`config.mk`:
```
export PLATFORM = sky130hd
export DESIGN_NAME = cwi_divider
export DESIGN_NICKNAME = d
export VERILOG_FILES = /design/src/rtl/core/cwi_pkg.sv /design/src/rtl/core/cwi_divider.sv
export SDC_FILE = /design/constraint.sdc
export NUM_CORES = 1
export LEC_CHECK = 0
export BUFFER_PORTS_ARGS = -buffer_cell sky130_fd_sc_hd__buf_2
export CAP_MARGIN = 15
export CORE_ASPECT_RATIO = 0.5
export CORE_MARGIN = 10
export CORE_UTILIZATION = 50
export DETAILED_ROUTE_END_ITERATION = 16
export PLACE_DENSITY = 0.77
export SLEW_MARGIN = 20
export SYNTH_ARGS = -nofsm -noshare
export SYNTH_HDL_FRONTEND = slang
export SYNTH_SLANG_ARGS = --single-unit
```
`constraint.sdc`:
```
create_clock -name clk -period 8.3 [get_ports clk]
set_input_delay 0.415 -clock clk [delete_from_list [all_inputs] [get_ports clk]]
set_output_delay 0.415 -clock clk [all_outputs]
set_load 0.01 [all_outputs]
```
`src/rtl/core/cwi_pkg.sv`:
```
`default_nettype none
// ----------------------------------------------------------------------------
// cwi_pkg
// Shared types, field widths and defaults of the wavetable interpolator.
// ----------------------------------------------------------------------------
package cwi_pkg;

  // fixed field widths of the ports
  localparam int TIME_W    = 32;
  localparam int ACT_W     = 3;
  localparam int ENTRY_W   = 8;
  localparam int VALUE_W   = 16;
  localparam int USED_W    = 4;
  localparam int CFG_IDX_W = 1;
  localparam int CFG_DAT_W = 32;
  localparam int STEP_W    = 6;

  // parameter defaults
  localparam int NUM_ACTUATORS_DEF = 8;
  localparam int TABLE_SIZE_DEF    = 256;
  localparam int VALUE_BITS_DEF    = 16;

  // register reset values
  localparam logic [TIME_W-1:0] CYCLE_LENGTH_RST   = 32'd1000000;
  localparam logic [USED_W-1:0] ACTUATORS_USED_RST = 4'd8;

  // fraction bits of the table position
  localparam int FRAC_W = 8;

  // depth of the queue between front and back
  localparam int Q_DEPTH = 2;

  // item kinds
  typedef enum logic [0:0] {
    OP_SAMPLE = 1'b0,
    OP_WRITE  = 1'b1
  } op_t;

  // configuration register indexes
  typedef enum logic [CFG_IDX_W-1:0] {
    REG_CYCLE_LENGTH   = 1'b0,
    REG_ACTUATORS_USED = 1'b1
  } cfg_reg_t;

  // back end sequencer states
  typedef enum logic [2:0] {
    BK_IDLE,
    BK_DIV_REM,
    BK_SCALE,
    BK_DIV_POS,
    BK_RD,
    BK_MUL,
    BK_OUT
  } back_state_t;

  // request to the serial divider
  typedef struct packed {
    logic              start;
    logic [TIME_W-1:0] rem0;
    logic [TIME_W-1:0] dividend;
    logic [STEP_W-1:0] steps;
  } div_req_t;

  // answer of the serial divider
  typedef struct packed {
    logic              done;
    logic [TIME_W-1:0] quotient;
    logic [TIME_W-1:0] remainder;
  } div_rsp_t;

endpackage
`default_nettype wire

```
`src/rtl/core/cwi_divider.sv`:
```
`default_nettype none
// ----------------------------------------------------------------------------
// cwi_divider
// Restoring divider, one quotient bit per cycle, shared by the period
// reduction and the phase-to-position scaling.
// ----------------------------------------------------------------------------
module cwi_divider
  import cwi_pkg::*;
(
  input  wire logic              clk,
  input  wire logic              rst_n,
  input  wire div_req_t          req,
  input  wire logic [TIME_W-1:0] divisor,
  output div_rsp_t               rsp
);

  logic              busy_r;
  logic              done_r;
  logic [STEP_W-1:0] cnt_r;
  logic [TIME_W-1:0] rem_r;
  logic [TIME_W-1:0] num_r;
  logic [TIME_W-1:0] quo_r;
  logic [TIME_W:0]   rem_sh;
  logic [TIME_W:0]   rem_sub;
  logic              q_bit;

  // one shift-compare-subtract step
  always_comb begin
    rem_sh  = {rem_r, num_r[TIME_W-1]};
    rem_sub = rem_sh - {1'b0, divisor};
    q_bit   = (rem_sh >= {1'b0, divisor});
  end

  // control
  always_ff @(posedge clk) begin
    if (!rst_n) begin
      busy_r <= 1'b0;
      done_r <= 1'b0;
    end else begin
      done_r <= 1'b0;
      if (req.start) begin
        busy_r <= 1'b1;
      end else if (busy_r && (cnt_r == STEP_W'(1))) begin
        busy_r <= 1'b0;
        done_r <= 1'b1;
      end
    end
  end

  // datapath
  always_ff @(posedge clk) begin
    if (req.start) begin
      cnt_r <= req.steps;
      rem_r <= req.rem0;
      num_r <= req.dividend;
      quo_r <= '0;
    end else if (busy_r) begin
      cnt_r <= cnt_r - 1'b1;
      rem_r <= q_bit ? rem_sub[TIME_W-1:0] : rem_sh[TIME_W-1:0];
      num_r <= {num_r[TIME_W-2:0], 1'b0};
      quo_r <= {quo_r[TIME_W-2:0], q_bit};
    end
  end

  assign rsp.done      = done_r;
  assign rsp.quotient  = quo_r;
  assign rsp.remainder = rem_r;

  a_rem_below_div: assert property (@(posedge clk) disable iff (!rst_n)
    done_r |-> (rem_r < divisor))
    else $error("divider remainder not below divisor");

endmodule
`default_nettype wire

```
==> out/metrics.csv <==
metric;value;unit
endpoints failing setup;0;
first-pass GRT wire length;24.6;mm
final worst path period share;0.486;
P&R area growth vs syn;19.8;%
antenna violations before repair;0;
pre-CTS setup slack;4.20;ns
power density cells;251;nW/µm²
GRT Overall Usage;0.169;
DRT met1 WL;6.81;mm
top layer in use;met4;
Synth cell types;53;
number of detailed-route iterations in the first pass;5;
n_diodes;0;
fmax;248;MHz
Max Cap Viol;0;
Yosys warning count;0;
CP Max Fanout;18;
worst vdd ir;0.120;mV
Synth top area share;0.333;
dpl hpwl;11.8;mm
CTS tree;yes;
Mapped Area;6310;µm²
GP Congestion;0.891;
hold_sp;rst_n;
vias after detailed routing;5021;
H-tree depth reported by CTS;3;
I/O Pins;170;
r2r startpoint;rem_r[0];
Worst Tran Pin Value;1.07;ns
FILL cells;1045;
post-layout net count;905;
Syn Nets;746;
Mean Syn Cell Area;10.4;µm²
height of the die;99.4;µm
routed len/inst;16.8;µm
Mapped Cells;606;
Worst Skew;0.00926;ns
DR WL met2;7.49;mm
CP Data Arrival Time;4.13;ns
GRT Residual Overflow;0;
Vias/cell;5.37;
most frequent cells in the layout;buf_2, edfxtp_1, nor2_1;
hold crit path type;input port to flop;
Core ar.;12100;µm²
leakage;3.45;nW
hold_buf cts;0;
FF-to-FF setup slack;4.27;ns
commonest register cell after synthesis;edfxtp_1;
Cell Count, Final, Fillers Out;935;
most common cell after layout, fill and taps aside;buf_2;
Detailed Route Iter0 Violations;270;
Post-synth EDFFs;70;
Startpoint Class;flop;
Setup TNS Final;0;ns
post-synthesis sequential area ratio;0.441;
Critical Path End Type;flop;
Total Power;0.00190;W
final count of hold timing violations;0;
PnR worst setup slack;4.27;ns
port bufs;169;
post-CTS resize count;0;
r2r worst-path depth;11;
CTS root buffer;clkbuf_16;
Yosys reg bits;104;
sink of the worst hold path;busy_r;
number of global-route vias before repair;5022;
reg2reg end;rem_r[4];
Placed Cells;919;
CP Data Required Time;8.40;ns
Initial Utilization;0.522;
largest cells by area after synthesis;edfxtp_1, dfxtp_1, mux2_2;
CP Class;flop to flop;
hold depth;2;
DRC;0;
TritonCTS Buffers;9;
relative slew slack;0.290;
post-synth top area cell;edfxtp_1;
outcome;completed;
Post-DRT Antenna Nets;0;
Clock Sink Count;104;
share of layout cells above drive strength 1;0.335;
DRT Wirelength;15.7;mm
Clock Latency Late Sink;0.35;ns
minimum clock period;4.03;ns
Synth async-reset ratio;0;
Die X-Extent;179;µm
clock slew at reported path FFs;0.08;ns
largest net degree at the start of global routing;81;
Slew Limit Fails;0;
WL met3;1.11;mm
site row count;28;
Die Area;17800;µm²
Clock Path Buffers;2;
unrepaired setup endpoints after global routing;false;
postcts setup bufs;0;
registers in the layout, summed over array words and instances (netlist names):
signal and cells:
done_r 1, busy_r 1, rem_r 32, num_r 32, cnt_r 6, quo_r 32
cells in the mapped netlist (2+ instances only):
| cell type | instances |
|---|---|
| edfxtp_1 | 70 |
| nor2_1 | 53 |
| a21oi_1 | 51 |
| mux2_2 | 51 |
| inv_1 | 44 |
| nand2_1 | 38 |
| dfxtp_1 | 34 |
| ha_1 | 34 |
| mux2i_1 | 34 |
| o21ai_0 | 22 |
| xnor2_1 | 18 |
| nor2b_1 | 17 |
| nor3_1 | 15 |
| clkbuf_1 | 13 |
| a21o_1 | 12 |
| xor2_1 | 12 |
| mux2_4 | 11 |
| nand3_1 | 9 |
| buf_1 | 6 |
| o21bai_1 | 6 |
| and3_1 | 5 |
| or2_2 | 4 |
| a2111oi_0 | 3 |
| a211oi_1 | 3 |
| buf_6 | 3 |
| nand4_1 | 3 |
| nor4_1 | 3 |
| nor4b_1 | 3 |
| and2_1 | 2 |
| and4_1 | 2 |
| nand2b_1 | 2 |
| o31ai_1 | 2 |
worst max path at each step:
stage / startpoint / end / slack (ns) / cells after the start
floorplan: rem_r[25] / rem_r[10] / 5.04 / 12
CTS: rem_r[0] / rem_r[4] / 4.28 / 11
global placement: divisor[2] / rem_r[4] / 4.35 / 13
finish: rem_r[0] / rem_r[4] / 4.27 / 11
detailed placement: divisor[3] / rem_r[3] / 4.20 / 13
global route: rem_r[0] / rem_r[3] / 3.95 / 11
stage by stage:
| step | utilization | instance area, µm² | hold slack (ns) |
|---|---|---|---|
| floorplan | - | 6310 | 0.525 |
| global placement | 0.602 | 7270 | 0.494 |
| detailed placement | 0.602 | 7270 | 0.500 |
| CTS | 0.626 | 7560 | 0.296 |
| global route | 0.626 | 7560 | 0.297 |
| finish | 0.626 | 7560 | 0.308 |
final cells by class:
type / count / area [µm²] / area share
clock buffer: 10 / 230 / 0.0304
clock inverter: 6 / 57.6 / 0.00761
inverter: 44 / 165 / 0.0218
multi-input combinational: 434 / 3250 / 0.429
sequential: 104 / 2780 / 0.368
tap: 165 / 206 / 0.0273
timing repair buffer: 172 / 871 / 0.115
critical path, stage by stage, from the launching register on:
cell      delay (ns)
edfxtp_1        0.46
ha_1            0.33
nand2b_1        0.08
a211oi_1        0.35
o211ai_1        0.19
a21oi_1         0.18
a21oi_2         0.08
a211oi_2        0.54
or2_1           0.54
buf_4           0.40
mux2_2          0.37
mux2_2          0.25
power breakdown:
group	internal (W)	switching [W]	total (W)
clock	0.000213	0.000211	0.000424
combinational	0.000373	0.000398	0.000771
sequential	0.000648	0.0000572	0.000705
layer usage:
| metal | up-vias | global-route usage |
|---|---|---|
| met5 | - | 0 |
| met1 | 2352 | 0.209 |
| li1 | 2499 | - |
| met2 | 148 | 0.284 |
| met3 | 22 | 0.0468 |
| met4 | 0 | 0.0499 |
logic make-up (layout without fill, tap and decap cells):
group / after synthesis / in the layout / share of synthesized area
buf+inv: 68 / 232 / 0.0448
xor+xnor: 30 / 30 / 0.0416
fa+ha+maj: 35 / 35 / 0.0706
compound gates: 114 / 114 / 0.112
simple gates: 159 / 159 / 0.119
flops: 104 / 104 / 0.441
mux: 96 / 96 / 0.171
Note: power is estimated with default switching activity, not from simulation.
