<file path="src/rtl/core/cwi_pkg.sv">
`default_nettype none
// ----------------------------------------------------------------------------
// cwi_pkg
// Shared types, field widths and defaults of the wavetable interpolator.
// ----------------------------------------------------------------------------
package cwi_pkg;

  // fixed field widths of the ports
  localparam int TIME_W    = 32;
  localparam int ACT_W     = 3;
  localparam int ENTRY_W   = 8;
  localparam int VALUE_W   = 16;
  localparam int USED_W    = 4;
  localparam int CFG_IDX_W = 1;
  localparam int CFG_DAT_W = 32;
  localparam int STEP_W    = 6;

  // parameter defaults
  localparam int NUM_ACTUATORS_DEF = 8;
  localparam int TABLE_SIZE_DEF    = 256;
  localparam int VALUE_BITS_DEF    = 16;

  // register reset values
  localparam logic [TIME_W-1:0] CYCLE_LENGTH_RST   = 32'd1000000;
  localparam logic [USED_W-1:0] ACTUATORS_USED_RST = 4'd8;

  // fraction bits of the table position
  localparam int FRAC_W = 8;

  // depth of the queue between front and back
  localparam int Q_DEPTH = 2;

  // item kinds
  typedef enum logic [0:0] {
    OP_SAMPLE = 1'b0,
    OP_WRITE  = 1'b1
  } op_t;

  // configuration register indexes
  typedef enum logic [CFG_IDX_W-1:0] {
    REG_CYCLE_LENGTH   = 1'b0,
    REG_ACTUATORS_USED = 1'b1
  } cfg_reg_t;

  // back end sequencer states
  typedef enum logic [2:0] {
    BK_IDLE,
    BK_DIV_REM,
    BK_SCALE,
    BK_DIV_POS,
    BK_RD,
    BK_MUL,
    BK_OUT
  } back_state_t;

  // request to the serial divider
  typedef struct packed {
    logic              start;
    logic [TIME_W-1:0] rem0;
    logic [TIME_W-1:0] dividend;
    logic [STEP_W-1:0] steps;
  } div_req_t;

  // answer of the serial divider
  typedef struct packed {
    logic              done;
    logic [TIME_W-1:0] quotient;
    logic [TIME_W-1:0] remainder;
  } div_rsp_t;

endpackage
`default_nettype wire

</file>
<file path="src/rtl/core/cwi_queue.sv">
`default_nettype none
// ----------------------------------------------------------------------------
// cwi_queue
// Short first-in first-out queue between the front and the back end.
// ----------------------------------------------------------------------------
module cwi_queue
  import cwi_pkg::*;
#(
  parameter int WIDTH = 8
) (
  input  wire logic             clk,
  input  wire logic             rst_n,
  input  wire logic             push,
  input  wire logic [WIDTH-1:0] wdata,
  input  wire logic             pop,
  output logic                  full,
  output logic                  not_empty,
  output logic [WIDTH-1:0]      rdata
);

  localparam int PW = (Q_DEPTH > 1) ? $clog2(Q_DEPTH) : 1;
  localparam int CW = $clog2(Q_DEPTH + 1);

  logic [WIDTH-1:0] slot_r [Q_DEPTH];
  logic [PW-1:0]    wr_ptr_r, wr_ptr_nxt;
  logic [PW-1:0]    rd_ptr_r, rd_ptr_nxt;
  logic [CW-1:0]    count_r,  count_nxt;

  assign full      = (count_r == CW'(Q_DEPTH));
  assign not_empty = (count_r != '0);
  assign rdata     = slot_r[rd_ptr_r];

  // pointer and fill count update
  always_comb begin
    wr_ptr_nxt = wr_ptr_r;
    rd_ptr_nxt = rd_ptr_r;
    count_nxt  = count_r;
    if (push) begin
      wr_ptr_nxt = (wr_ptr_r == PW'(Q_DEPTH - 1)) ? '0 : wr_ptr_r + 1'b1;
    end
    if (pop) begin
      rd_ptr_nxt = (rd_ptr_r == PW'(Q_DEPTH - 1)) ? '0 : rd_ptr_r + 1'b1;
    end
    if (push && !pop) begin
      count_nxt = count_r + 1'b1;
    end else if (pop && !push) begin
      count_nxt = count_r - 1'b1;
    end
  end

  always_ff @(posedge clk) begin
    if (!rst_n) begin
      wr_ptr_r <= '0;
      rd_ptr_r <= '0;
      count_r  <= '0;
    end else begin
      wr_ptr_r <= wr_ptr_nxt;
      rd_ptr_r <= rd_ptr_nxt;
      count_r  <= count_nxt;
    end
  end

  // storage
  always_ff @(posedge clk) begin
    if (push) begin
      slot_r[wr_ptr_r] <= wdata;
    end
  end

  a_no_pop_empty: assert property (@(posedge clk) disable iff (!rst_n)
    pop |-> not_empty)
    else $error("pop from empty queue");

  a_no_push_full: assert property (@(posedge clk) disable iff (!rst_n)
    push |-> (!full || pop))
    else $error("push into full queue");

endmodule
`default_nettype wire

</file>
<file path="config.mk">
export PLATFORM = sky130hd
export DESIGN_NAME = cwi_queue
export DESIGN_NICKNAME = d
export VERILOG_FILES = /design/src/rtl/core/cwi_pkg.sv /design/src/rtl/core/cwi_queue.sv
export SDC_FILE = /design/constraint.sdc
export NUM_CORES = 1
export LEC_CHECK = 0
export BUFFER_PORTS_ARGS = -buffer_cell sky130_fd_sc_hd__buf_4
export CORE_MARGIN = 4
export CORE_UTILIZATION = 48
export CTS_CLUSTER_SIZE = 30
export DETAILED_ROUTE_END_ITERATION = 8
export HOLD_SLACK_MARGIN = 0.03
export PLACE_DENSITY_LB_ADDON = 0.12
export SLEW_MARGIN = 5
export SYNTH_ARGS = -nofsm -noshare
export SYNTH_HDL_FRONTEND = slang
export SYNTH_SLANG_ARGS = --single-unit
export TNS_END_PERCENT = 20
</file>
<file path="constraint.sdc">
create_clock -name clk -period 1.3 [get_ports clk]
set_input_delay 0.195 -clock clk [delete_from_list [all_inputs] [get_ports clk]]
set_output_delay 0.195 -clock clk [all_outputs]
set_load 0.05 [all_outputs]
</file>
==> flow_summary_export.csv <==
group,metric,value,unit
global_routing,grt_pass1_vias,435,
run,drv_cap,0,
place,dp_hpwl,927,um
die,die_area,0.00238,mm2
logic_synthesis,synth_fp_nets,60,
power,swShare,0.281,
logic_synthesis,avgSynthCellArea,17.0,um2
timing,post-route-period-util,1.10,
finish,antenna_cells,0,
timing,setup_violations,9,
timing,slew_headroom,0.753,
clock_network,cts_hold_buf,0,
logic_synthesis,post_synth_inst_count,47,
clock_network,clk_latency,0.29,ns
timing,max_freq,696,MHz
critical_path,crit_path_start_kind,"flop",
power,p_leak,0.473,nW
finish,final_area,0.00113,mm2
global_routing,grt_pass1_wl,1900,um
critical_path,cp-end-kind,"output pin",
die,start_util,0.517,
clock_network,clk_path_buf_depth,2,
global_routing,grt-ovfl-total,0,
timing,rsz0062_at_grt,"true",
die,die_h,48.8,um
die,fp.dieW,48.8,um
clock_network,cts_buffers,3,
timing,tightestPinTransition,0.371,ns
global_routing,grt_max_degree,12,
routing,wire_per_inst,13.8,um
critical_path,worstPathArrival,1.24,ns
clock_network,cts_setup_buffers,0,
timing,whs,0.0774,ns
clock_network,clock-sinks,21,
logic_synthesis,ys_ff_latch,21,
clock_network,cts_tree,"done",
clock_network,path_clk_slew,0.11,ns
routing,post-route-drc-count,0,
timing,skew,0.000762,ns
power,pwr-share-clk,0.201,
logic_synthesis,yosysWarnings,0,
power,totalPowerFinal,0.00152,W
finish,layout-drive-gt1-share,0.547,
timing,slew_viol_final,0,
status,status,"complete, but fails checks",
finish,fin_nets,89,
clock_network,cts-root-buf,"clkbuf_4",
logic_synthesis,synth_top_area_frac,0.603,
clock_network,cts_max_level,1,
status,violations,"negative setup slack",
place,place_area,1000,um2
place,pre_cts_slack,0.0725,ns
die,rows,14,
routing,drtIter0Drc,7,
critical_path,crit_fanout,3,
logic_synthesis,synth_area_leaders,"edfxtp_1, dfxtp_1, mux2_2, and2_1, xor2_1",
power,peakVddDrop,0.974,mV
timing,fin_ws,-0.136,ns
routing,drtPass1Iterations,4,
critical_path,required,1.11,ns
power,p_int,0.00109,W
routing,vias,453,
power,seq_power_share,0.522,
global_routing,track_usage,0.106,
routing,routed_wl,1260,um
place,port_buffers,21,
power,combPwrFrac,0.276,
finish,syn2layout_area_growth,42.2,%
timing,hold_viol,0,
global_routing,antenna_found_initial,0,
power,power.switching,0.000426,W
die,core_area,0.00154,mm2
critical_path,criticalPathCategory,"reg -> out",
logic_synthesis,yosysSeqAreaShare,0.728,
logic_synthesis,synth_area_leader_cell,"edfxtp_1",
logic_synthesis,synth_area,797,um2
min_path,hold_path_class,"in -> reg",
place,gp_congestion,0.667,
routing,detail_route.vias_per_cell,4.98,
die,io_pins,22,
routing,ant_nets,0,
timing,period_minus_slack,1.44,ns
power,p_per_area,1340,mW/mm2
logic_synthesis,synth_cell_types,16,
-- area by class of cell --
type / count / area, um2
clock buffer: 4 / 26.3
fill: 106 / 408
inverter: 1 / 3.75
multi-input combinational: 24 / 238
sequential: 21 / 587
tap: 16 / 20.0
timing repair buffer: 25 / 259
-- repair_timing --
| action | 4_1_cts | 5_1_grt |
|---|---|---|
| endpoints found under the setup margin | 10 | 10 |
| resized for setup | 28 | 3 |
| cloned | 0 | 0 |
-- final timing paths --
path                      startpoint                       to  slack (ns)  cells past startpoint
max                             flop                 rdata[6]       -0.14                      3
min                         wdata[6]   slot_r[1][6]$_DFFE_PP_        0.08                      1
min reg2reg  count_r[1]$_SDFFE_PN0P_  count_r[1]$_SDFFE_PN0P_        0.50                      2
max reg2reg  count_r[0]$_SDFFE_PN0P_  count_r[1]$_SDFFE_PN0P_        0.25                      3
-- cells in the final DEF, fill, tap and decap left out --
cell type / instances
mux2_4: 8
edfxtp_1: 16
and2_1: 4
dfxtp_1: 2
dfxtp_4: 1
ha_1: 1
o21a_1: 1
buf_6: 3
buf_8: 8
or3_1: 1
nor2b_1: 2
xor2_1: 2
a21boi_1: 1
buf_4: 14
or2_2: 1
dfxtp_2: 2
clkbuf_1: 1
and2b_2: 1
inv_1: 1
clkbuf_4: 3
o21ai_0: 1
xnor2_1: 1
-- power groups by stage --
stage | clock network, W | registers, W | logic, W
floorplan | 0 | 0.000796 | 0.000233
global placement | 0 | 0.000801 | 0.000340
detailed placement | 0 | 0.000802 | 0.000345
CTS | 0.000308 | 0.000790 | 0.000418
global route | 0.000334 | 0.000798 | 0.000437
finish | 0.000305 | 0.000792 | 0.000419
-- worst max-delay path, cell delays in order (launching register included) --
cell and delay (ns):
dfxtp_2 0.34, buf_4 0.15, mux2_4 0.31, buf_8 0.15
-- cells in the mapped netlist --
| master | n |
|---|---|
| edfxtp_1 | 16 |
| mux2_2 | 8 |
| dfxtp_1 | 5 |
| and2_1 | 4 |
| nor2b_1 | 2 |
| xor2_1 | 2 |
| a21boi_1 | 1 |
| and2b_2 | 1 |
| buf_2 | 1 |
| ha_1 | 1 |
| inv_1 | 1 |
| o21a_1 | 1 |
| o21ai_0 | 1 |
| or2_2 | 1 |
| or3_1 | 1 |
| xnor2_1 | 1 |
-- logic make-up (layout without fill, tap and decap cells) --
| logic type | count (synthesis) | count (layout) | synth area share |
|---|---|---|---|
| simple gates | 9 | 9 | 0.0738 |
| buf+inv | 2 | 30 | 0.0110 |
| xor+xnor | 3 | 3 | 0.0330 |
| fa+ha+maj | 1 | 1 | 0.0157 |
| flops | 21 | 21 | 0.728 |
| compound gates | 3 | 3 | 0.0251 |
| mux | 8 | 8 | 0.113 |
-- registers in the layout, summed over array words and instances (netlist names), named ones only --
| register | count |
|---|---|
| count_r | 2 |
| wr_ptr_r | 1 |
| slot_r | 16 |
| rd_ptr_r | 1 |
-- layer usage --
layer	global-route usage	vias to the layer above	part of all wire
met2	0.200	11	0.55
met3	0.0276	2	0.050
met4	0.0404	0	0.0048
met5	0	-	0
met1	0.109	215	0.40
li1	-	225	-
-- per-stage QoR --
step / utilization / setup TNS (ns) / cells
6_report: 0.735 / -1.00 / 91
5_1_grt: 0.735 / -1.52 / 91
2_1_floorplan: - / 0 / 47
3_3_place_gp: 0.649 / 0 / 87
4_1_cts: 0.731 / -1.10 / 91
3_5_place_dp: 0.649 / 0 / 87
Power figures use the tool's default switching activity.
